**config.mk**
```make
export PLATFORM = sky130hd
export DESIGN_NAME = mpu_region_table_unit
export DESIGN_NICKNAME = d
export VERILOG_FILES = /design/src/sv/mpurt_pkg.sv /design/src/sv/mpurt_ctrl.sv /design/src/sv/mpurt_datapath.sv /design/src/sv/mpu_region_table_unit.sv
export VERILOG_INCLUDE_DIRS = /design/src /design/src/sv
export SDC_FILE = /design/constraint.sdc
export NUM_CORES = 1
export LEC_CHECK = 0
export ABC_CLOCK_PERIOD_IN_PS = 10500
export BUFFER_PORTS_ARGS = -buffer_cell sky130_fd_sc_hd__buf_2
export CORE_MARGIN = 2
export CORE_UTILIZATION = 40
export DETAILED_ROUTE_END_ITERATION = 10
export GPL_TIMING_DRIVEN = 0
export HOLD_SLACK_MARGIN = 0.12
export PLACE_DENSITY_LB_ADDON = 0.12
export SYNTH_ARGS = -nofsm -noshare
export SYNTH_HDL_FRONTEND = slang
export SYNTH_SLANG_ARGS = --single-unit
```
**constraint.sdc**
```tcl
create_clock -name clk_i -period 10.5 [get_ports clk_i]
set_input_delay 2.1 -clock clk_i [delete_from_list [all_inputs] [get_ports clk_i]]
set_output_delay 2.1 -clock clk_i [all_outputs]
set_load 0.03 [all_outputs]
```
**src/sv/mpu_region_table_unit_macros.svh**
```systemverilog
// Assertion macros shared by the region table modules.
`ifndef MPU_REGION_TABLE_UNIT_MACROS_SVH
`define MPU_REGION_TABLE_UNIT_MACROS_SVH

// A property that must hold at every clock edge outside reset.
`define MPURT_ASSERT(label, clk, rst_n, prop, msg) \
  label: assert property (@(posedge clk) disable iff (!rst_n) (prop)) else $error(msg);

// A condition that must be followed by a consequence in the next cycle.
`define MPURT_ASSERT_NEXT(label, clk, rst_n, ante, cons, msg) \
  label: assert property (@(posedge clk) disable iff (!rst_n) (ante) |=> (cons)) \
    else $error(msg);

`endif

```
**src/sv/mpurt_pkg.sv**
```systemverilog
`default_nettype none
package mpurt_pkg;

  localparam logic MODE_CONFIG = 1'b0;
  localparam logic MODE_LOOKUP = 1'b1;

  localparam int unsigned MIN_BITS = 8;
  localparam int unsigned EXP_W    = 6;

  localparam logic [31:0] ATTR_NORMAL       = 32'h0008_0000;
  localparam logic [31:0] ATTR_XN           = 32'h1000_0000;
  localparam logic [31:0] ATTR_ENABLE       = 32'h0000_0001;
  localparam logic [31:0] BASE_VALID        = 32'h0000_0010;
  localparam logic [31:0] BASE_ADDR_MASK    = 32'hFFFF_FFE0;
  localparam logic [31:0] BASE_REGION_MASK  = 32'h0000_000F;

  localparam logic [2:0] ACC_NONE_NONE = 3'd0;
  localparam logic [2:0] ACC_RO_NONE   = 3'd1;
  localparam logic [2:0] ACC_RO_RO     = 3'd2;
  localparam logic [2:0] ACC_RW_NONE   = 3'd3;
  localparam logic [2:0] ACC_RW_RO     = 3'd4;
  localparam logic [2:0] ACC_RW_RW     = 3'd5;

  localparam logic [2:0] AP_NO_ACCESS = 3'd0;
  localparam logic [2:0] AP_PRIV_RW   = 3'd1;
  localparam logic [2:0] AP_PRIV_RW_RO = 3'd2;
  localparam logic [2:0] AP_FULL      = 3'd3;
  localparam logic [2:0] AP_PRIV_RO   = 3'd5;
  localparam logic [2:0] AP_READ_ONLY = 3'd6;

  typedef struct packed {
    logic        mode;
    logic [2:0]  region_index;
    logic [31:0] address;
    logic [31:0] length;
    logic [2:0]  access_code;
    logic        executable;
  } req_t;

  typedef struct packed {
    logic        hit;
    logic [2:0]  found_index;
    logic [31:0] attr_word;
    logic [31:0] base_word;
    logic [2:0]  found_access;
    logic [31:0] found_start;
    logic [31:0] found_end;
  } rsp_t;

  typedef struct packed {
    logic capture;
    logic calc_exp;
    logic calc_align;
    logic write_entry;
    logic scan_step;
    logic load_cfg;
    logic load_hit;
    logic load_miss;
  } cmd_t;

  typedef struct packed {
    logic match;
    logic last;
  } sts_t;

  function automatic logic [2:0] ap_of_code(input logic [2:0] code);
    logic [2:0] ap;
    case (code)
      ACC_NONE_NONE: ap = AP_NO_ACCESS;
      ACC_RO_NONE:   ap = AP_PRIV_RO;
      ACC_RO_RO:     ap = AP_READ_ONLY;
      ACC_RW_NONE:   ap = AP_PRIV_RW;
      ACC_RW_RO:     ap = AP_PRIV_RW_RO;
      ACC_RW_RW:     ap = AP_FULL;
      default:       ap = AP_NO_ACCESS;
    endcase
    return ap;
  endfunction

endpackage
`default_nettype wire

```
**src/sv/mpurt_ctrl.sv**
```systemverilog
`default_nettype none
module mpurt_ctrl (
  input  wire logic          clk_i,
  input  wire logic          rst_ni,
  input  wire logic          start,
  input  wire logic          mode_i,
  input  wire mpurt_pkg::sts_t sts_i,
  output mpurt_pkg::cmd_t    cmd_o,
  output logic               busy,
  output logic               done_o
);

  typedef enum logic [2:0] {
    ST_IDLE,
    ST_CFG_EXP,
    ST_CFG_ALIGN,
    ST_CFG_WRITE,
    ST_SCAN
  } state_e;

  state_e          state_q, state_d;
  logic            done_q, done_d;
  mpurt_pkg::cmd_t cmd;

  always_comb begin
    cmd     = '0;
    state_d = state_q;
    done_d  = 1'b0;
    case (state_q)
      ST_IDLE: begin
        if (start) begin
          cmd.capture = 1'b1;
          state_d = (mode_i == mpurt_pkg::MODE_LOOKUP) ? ST_SCAN : ST_CFG_EXP;
        end
      end
      ST_CFG_EXP: begin
        cmd.calc_exp = 1'b1;
        state_d = ST_CFG_ALIGN;
      end
      ST_CFG_ALIGN: begin
        cmd.calc_align = 1'b1;
        state_d = ST_CFG_WRITE;
      end
      ST_CFG_WRITE: begin
        cmd.write_entry = 1'b1;
        cmd.load_cfg = 1'b1;
        done_d = 1'b1;
        state_d = ST_IDLE;
      end
      ST_SCAN: begin
        cmd.scan_step = 1'b1;
        if (sts_i.match) begin
          cmd.load_hit = 1'b1;
          done_d = 1'b1;
          state_d = ST_IDLE;
        end else if (sts_i.last) begin
          cmd.load_miss = 1'b1;
          done_d = 1'b1;
          state_d = ST_IDLE;
        end
      end
      default: begin
        state_d = ST_IDLE;
      end
    endcase
  end

  always_ff @(posedge clk_i or negedge rst_ni) begin
    if (!rst_ni) begin
      state_q <= ST_IDLE;
      done_q  <= 1'b0;
    end else begin
      state_q <= state_d;
      done_q  <= done_d;
    end
  end

  assign cmd_o  = cmd;
  assign busy   = (state_q != ST_IDLE);
  assign done_o = done_q;

`include "mpu_region_table_unit_macros.svh"

  `MPURT_ASSERT(a_done_follows_work, clk_i, rst_ni, done_q |-> $past(state_q != ST_IDLE), "Result strobe without a request in progress.")
  `MPURT_ASSERT_NEXT(a_accept_sets_busy, clk_i, rst_ni, start && !busy, busy, "Accepted request did not make the block busy.")
  `MPURT_ASSERT(a_single_result_load, clk_i, rst_ni, $onehot0({cmd.load_cfg, cmd.load_hit, cmd.load_miss}), "More than one result load in a cycle.")

endmodule
`default_nettype wire

```
**src/sv/mpurt_datapath.sv**
```systemverilog
`default_nettype none
module mpurt_datapath #(
  parameter int unsigned NUM_REGIONS = 8
) (
  input  wire logic            clk_i,
  input  wire logic            rst_ni,
  input  wire mpurt_pkg::cmd_t cmd_i,
  input  wire mpurt_pkg::req_t req_i,
  output mpurt_pkg::sts_t      sts_o,
  output mpurt_pkg::rsp_t      rsp_o
);

  localparam int unsigned IdxW   = (NUM_REGIONS > 1) ? $clog2(NUM_REGIONS) : 1;
  localparam int unsigned AboveW = 32 - mpurt_pkg::MIN_BITS;
  localparam int unsigned ExpW   = mpurt_pkg::EXP_W;

  mpurt_pkg::req_t req_q;
  mpurt_pkg::rsp_t rsp_q, rsp_d;

  logic [31:0]      start_q  [NUM_REGIONS];
  logic [31:0]      end_q    [NUM_REGIONS];
  logic [2:0]       access_q [NUM_REGIONS];
  logic [31:0]      attr_q   [NUM_REGIONS];

  logic [ExpW-1:0]  exp_q, exp_d;
  logic [31:0]      st_q, st_d;
  logic [IdxW-1:0]  scan_idx_q, scan_idx_d;

  logic [31:0]      len_m1;
  logic [AboveW-1:0] above;
  logic [31:0]      mask;
  logic [31:0]      aligned;
  logic [31:0]      cfg_attr;
  logic [31:0]      cfg_end;
  logic             idx_ok;
  logic [IdxW+2:0]  wr_ext;
  logic [IdxW-1:0]  wr_idx;
  logic [IdxW+2:0]  scan_ext;
  logic [31:0]      sel_start;
  logic [31:0]      sel_end;
  logic             match;

  always_comb begin
    len_m1 = req_q.length - 32'd1;
    for (int e = mpurt_pkg::MIN_BITS; e < 32; e++) begin
      above[e - mpurt_pkg::MIN_BITS] = ((len_m1 >> e) != 32'd0);
    end
    if (req_q.length == 32'd0) begin
      exp_d = ExpW'(mpurt_pkg::MIN_BITS);
    end else begin
      exp_d = ExpW'(mpurt_pkg::MIN_BITS) + ExpW'($countones(above));
    end
  end

  always_comb begin
    if (exp_q >= ExpW'(32)) begin
      mask = '1;
    end else begin
      mask = (32'd1 << exp_q) - 32'd1;
    end
    if ((req_q.address & mask) != 32'd0) begin
      aligned = (req_q.address | mask) + 32'd1;
    end else begin
      aligned = req_q.address;
    end
    st_d = aligned & mpurt_pkg::BASE_ADDR_MASK;
  end

  always_comb begin
    cfg_attr = (32'(mpurt_pkg::ap_of_code(req_q.access_code)) << 24)
             | (req_q.executable ? 32'd0 : mpurt_pkg::ATTR_XN)
             | mpurt_pkg::ATTR_ENABLE
             | (32'(exp_q - ExpW'(1)) << 1)
             | mpurt_pkg::ATTR_NORMAL;
    cfg_end  = st_q + req_q.length;
    idx_ok   = (32'(req_q.region_index) < NUM_REGIONS);
    wr_ext   = (IdxW + 3)'(req_q.region_index);
    wr_idx   = wr_ext[IdxW-1:0];
  end

  always_comb begin
    sel_start = start_q[scan_idx_q];
    sel_end   = end_q[scan_idx_q];
    match     = (sel_start <= req_q.address) && (req_q.address < sel_end);
    scan_ext  = (IdxW + 3)'(scan_idx_q);
  end

  always_comb begin
    scan_idx_d = scan_idx_q;
    if (cmd_i.capture) begin
      scan_idx_d = IdxW'(NUM_REGIONS - 1);
    end else if (cmd_i.scan_step && !match) begin
      scan_idx_d = scan_idx_q - IdxW'(1);
    end
  end

  always_comb begin
    rsp_d = rsp_q;
    if (cmd_i.load_cfg) begin
      if (idx_ok) begin
        rsp_d.hit          = 1'b1;
        rsp_d.found_index  = req_q.region_index;
        rsp_d.attr_word    = cfg_attr;
        rsp_d.base_word    = st_q | mpurt_pkg::BASE_VALID | 32'(req_q.region_index);
        rsp_d.found_access = req_q.access_code;
        rsp_d.found_start  = st_q;
        rsp_d.found_end    = cfg_end;
      end else begin
        rsp_d = '0;
      end
    end else if (cmd_i.load_hit) begin
      rsp_d.hit          = 1'b1;
      rsp_d.found_index  = scan_ext[2:0];
      rsp_d.attr_word    = attr_q[scan_idx_q];
      rsp_d.base_word    = (sel_start & mpurt_pkg::BASE_ADDR_MASK) | mpurt_pkg::BASE_VALID
                         | (32'(scan_idx_q) & mpurt_pkg::BASE_REGION_MASK);
      rsp_d.found_access = access_q[scan_idx_q];
      rsp_d.found_start  = sel_start;
      rsp_d.found_end    = sel_end;
    end else if (cmd_i.load_miss) begin
      rsp_d = '0;
    end
  end

  always_ff @(posedge clk_i or negedge rst_ni) begin
    if (!rst_ni) begin
      for (int i = 0; i < NUM_REGIONS; i++) begin
        start_q[i]  <= '0;
        end_q[i]    <= '0;
        access_q[i] <= '0;
        attr_q[i]   <= '0;
      end
      scan_idx_q <= '0;
    end else begin
      scan_idx_q <= scan_idx_d;
      if (cmd_i.write_entry && idx_ok) begin
        start_q[wr_idx]  <= st_q;
        end_q[wr_idx]    <= cfg_end;
        access_q[wr_idx] <= req_q.access_code;
        attr_q[wr_idx]   <= cfg_attr;
      end
    end
  end

  always_ff @(posedge clk_i) begin
    if (cmd_i.capture) begin
      req_q <= req_i;
    end
    if (cmd_i.calc_exp) begin
      exp_q <= exp_d;
    end
    if (cmd_i.calc_align) begin
      st_q <= st_d;
    end
    rsp_q <= rsp_d;
  end

  assign sts_o.match = match;
  assign sts_o.last  = (scan_idx_q == '0);
  assign rsp_o       = rsp_q;

`include "mpu_region_table_unit_macros.svh"

  `MPURT_ASSERT_NEXT(a_scan_steps_down, clk_i, rst_ni, cmd_i.scan_step && !match && !sts_o.last, scan_idx_q == ($past(scan_idx_q) - IdxW'(1)), "Scan pointer did not move to the next lower entry.")
  `MPURT_ASSERT_NEXT(a_hit_loaded, clk_i, rst_ni, cmd_i.load_hit, rsp_q.hit, "Matched lookup did not report a hit.")
  `MPURT_ASSERT_NEXT(a_miss_clears, clk_i, rst_ni, cmd_i.load_miss, rsp_q == '0, "Lookup miss left result fields set.")

endmodule
`default_nettype wire

```
**src/sv/mpu_region_table_unit.sv**
```systemverilog
// Channel   Handshake             Payload
// request   start high, busy low  req_i  (mpurt_pkg::req_t)
// result    done_o for one cycle  rsp_o  (mpurt_pkg::rsp_t)
//
// A configure request steps through the exponent, alignment and table write states
// of the controller; done_o is registered from the table write step.
// A lookup request scans one entry a cycle from the highest index down and stops at
// the first matching entry, or after entry 0 on a miss.
// Reset clears all table entries at once; no clearing pass follows.
// busy is high from acceptance until the result cycle, when a new request may be taken.
// The receiver cannot stall; rsp_o holds each result from its done_o cycle until the next result.
`default_nettype none
module mpu_region_table_unit #(
  parameter int unsigned NUM_REGIONS = 8
) (
  input  wire logic            clk_i,
  input  wire logic            rst_ni,
  input  wire logic            start,
  output logic                 busy,
  input  wire mpurt_pkg::req_t req_i,
  output logic                 done_o,
  output mpurt_pkg::rsp_t      rsp_o
);

  mpurt_pkg::cmd_t cmd;
  mpurt_pkg::sts_t sts;

  mpurt_ctrl u_ctrl (
    .clk_i  (clk_i),
    .rst_ni (rst_ni),
    .start  (start),
    .mode_i (req_i.mode),
    .sts_i  (sts),
    .cmd_o  (cmd),
    .busy   (busy),
    .done_o (done_o)
  );

  mpurt_datapath #(
    .NUM_REGIONS (NUM_REGIONS)
  ) u_datapath (
    .clk_i  (clk_i),
    .rst_ni (rst_ni),
    .cmd_i  (cmd),
    .req_i  (req_i),
    .sts_o  (sts),
    .rsp_o  (rsp_o)
  );

endmodule
`default_nettype wire
```
==> reports/qor.csv <==
metric;value;unit
status;complete, no violations;
ys_ff_latch;783;
drt_iter0_markers;2927;
io_buffers;205;
max_slew.worst_pin.slew;1.37;ns
netlist_area;0.0394;mm^2
drv_slew;0;
synth_area_per_cell;10.5;um^2
grt_setup_unrepaired;false;
antenna_found_initial;2;
max_slew_margin;0.0796;
wl_per_cell;26.0;um
vias;30600;
critPathKind;flop to flop;
cp_max_fo;10;
grt_overflow;0;
arrival;9.63;ns
grt_pass1_vias;30100;
hold_violations;0;
post_cts_buffers;0;
ir_worst_vdd;0.000182;V
regArea;0.0205;mm^2
chipWidth;318;um
gp_congestion;0.909;
grt_start_max_net_pins;115;
nets;4263;
cts-buffers-inserted;88;
core;0.0980;mm^2
dp.cells;5252;
cts.sinks;783;
postLayoutCellArea;0.0453;mm^2
drt_wl_total;141000;um
yosys_warnings;0;
drv_cap;0;
drt-vias-per-instance;5.66;
p_leak;0.0206;uW
cpPeakStageDelay;1.14;ns
drive_above_1_share;0.170;
clk_pin_slew_worst_paths;0.06;ns
cts_buffer_depth;3;
rows;115;
cts_tree;built;
cp-start-kind;flop;
critPathCaptureType;flop;
power;15400;uW
postCtsHoldBufs;0;
setup_violations;0;
seq_area_frac_synth;0.521;
ant_nets;0;
gr-usage-all-layers;0.279;
worstPathRequired;10.90;ns
synth-edff-count;182;
dr.pass1.iters;6;
clock-root-buffer;clkbuf_16;
initial_utilization;0.402;
syn_inst;3732;
cp_slowest_cell;nor4_1;
area_growth;15.0;%
hold_depth;1;
powerDensity;339;mW/mm^2
r2r_cells;27;
route.detailed.drc;0;
post-route-period-util;0.879;
cpMostUsedCell;fa_1;
ys_async_sr_fraction;0.765;
synthFlopType;dfrtp_1;
ios;212;
hold_path_class;flop to flop;
dieArea;0.101;mm^2
grt_first_pass_wirelength;208000;um
fillers;9239;
placed_area;0.0424;mm^2
cts.repair.resized;0;
htreeDepth;3;
clkLatencyLatePin;0.67;ns
fin_skew;0.0213;ns
dp_hpwl;103000;um
fin_cells;5413;
die_h;318;um
multi_input_comb_area;0.0172;mm^2
fmax;0.108;GHz
yosysUniqueCellTypes;101;
period_needed;9.23;ns
## Yosys cell counts (all sizes together), types with 29 or more instances
library cell,count,share of area
inv,91,0.0087
ha,114,0.036
clkbuf,212,0.020
nand2,1079,0.10
nor3,33,0.0042
o22ai,41,0.0065
a21oi,84,0.011
buf,98,0.016
o21ai,359,0.046
mux2,81,0.023
a21o,34,0.0065
nor2,90,0.0086
mux4,148,0.085
edfxtp,182,0.14
nand3,29,0.0037
mux2i,57,0.014
dfrtp,599,0.38
nand4,32,0.0056
## worst paths after layout
path	endpoint	slack, ns	startpoint
max in group asynchronous	u_datapath.access_q[23]$_DFFE_PN0P_	7.07	rst_ni
max	u_datapath.exp_q[5]$_SDFFCE_PN0P_	1.27	u_datapath.req_q[7]$_DFFE_PP_
max reg2reg	u_datapath.exp_q[5]$_SDFFCE_PN0P_	1.27	u_datapath.req_q[7]$_DFFE_PP_
min reg2reg	u_datapath.rsp_o[118]$_SDFFE_PP1P_	0.46	u_datapath.rsp_o[118]$_SDFFE_PP1P_
min in group asynchronous	u_ctrl.state_q[0]$_DFFE_PN0P_	1.44	rst_ni
min	u_datapath.rsp_o[118]$_SDFFE_PP1P_	0.46	u_datapath.rsp_o[118]$_SDFFE_PP1P_
## metrics by stage
step	TNS (ns)	util	hold slack (ns)	worst slack, ns
2_1_floorplan	0	-	0.429	3.22
3_3_place_gp	-3797.03	0.429	0.441	-6.31
3_5_place_dp	0	0.433	0.448	1.24
4_1_cts	0	0.462	0.462	1.21
5_1_grt	0	0.462	0.483	0.663
6_report	0	0.462	0.456	1.27
## cell type report
class	instances	area share
multi-input combinational	2552	0.379
tap	1287	0.0356
inverter	92	0.00768
clock buffer	128	0.0559
clock inverter	31	0.00779
antenna	2	0.000111
sequential	783	0.453
timing repair buffer	228	0.0298
buffer	310	0.0311
## metal layers
layer / vias to the layer above / wire length, um / share of wire / GRT usage
li1: 13700 / - / - / -
met3: 229 / 11400 / 0.081 / 0.0556
met5: - / 0 / 0 / 0
met1: 15500 / 62300 / 0.44 / 0.401
met4: 0 / 4880 / 0.035 / 0.0951
met2: 1249 / 62200 / 0.44 / 0.423
## logic make-up after synthesis
logic type,Yosys count,share of synthesized area
buffers and inverters,402,0.0446
muxes,286,0.122
other,1,0.0000952
AOI/OAI and AO/OA,655,0.100
xor gates and xnor gates,47,0.0105
and+or+nand+nor,1425,0.156
adders and majority gates,133,0.0459
DFF,783,0.521
## power by group
group	internal, uW	total, uW	switching [uW]
Combinational	2570	6930	4360
Clock	1840	3150	1310
Sequential	4480	5290	804
Total	8890	15400	6470
## placed cells by master (no fill, tap or decap), types with 30 or more instances in the layout
master     Yosys  layout
a21o_1        34      34
a21oi_1       83      83
buf_2         10     214
buf_4         58      70
clkbuf_1     212     235
clkbuf_16      0      89
dfrtp_1      599     599
edfxtp_1     182     182
ha_1         114     114
inv_1         91      90
mux2_2        80      80
mux2i_1       57      57
mux4_2       148     148
nand2_1     1079    1079
nand4_1       30      30
nor2_1        90      90
nor3_1        33      31
o21ai_0      357     357
o22ai_1       41      41
## sequential cells by signal, summed over array words and instances (netlist names)
register / cells
u_datapath.end_q: 256
u_datapath.start_q: 216
u_datapath.attr_q: 96
u_datapath.rsp_o: 80
u_datapath.req_q: 68
u_datapath.st_q: 27
u_datapath.access_q: 24
u_datapath.exp_q: 6
u_ctrl.state_q: 3
u_datapath.scan_idx_q: 3
u_datapath.wr_idx: 3
u_ctrl.done_o: 1
## critical path, delay by kind of cell, from the launching register on
kind	cells	cell delay, ns
AND/OR/NAND/NOR	11	4.37
adder cells (fa/ha/maj)	8	3.15
buffers and inverters	5	0.59
flip-flops	1	0.36
XOR/XNOR	1	0.17
AO/OA/AOI/OAI	2	0.32
Power figures use the tool's default switching activity.
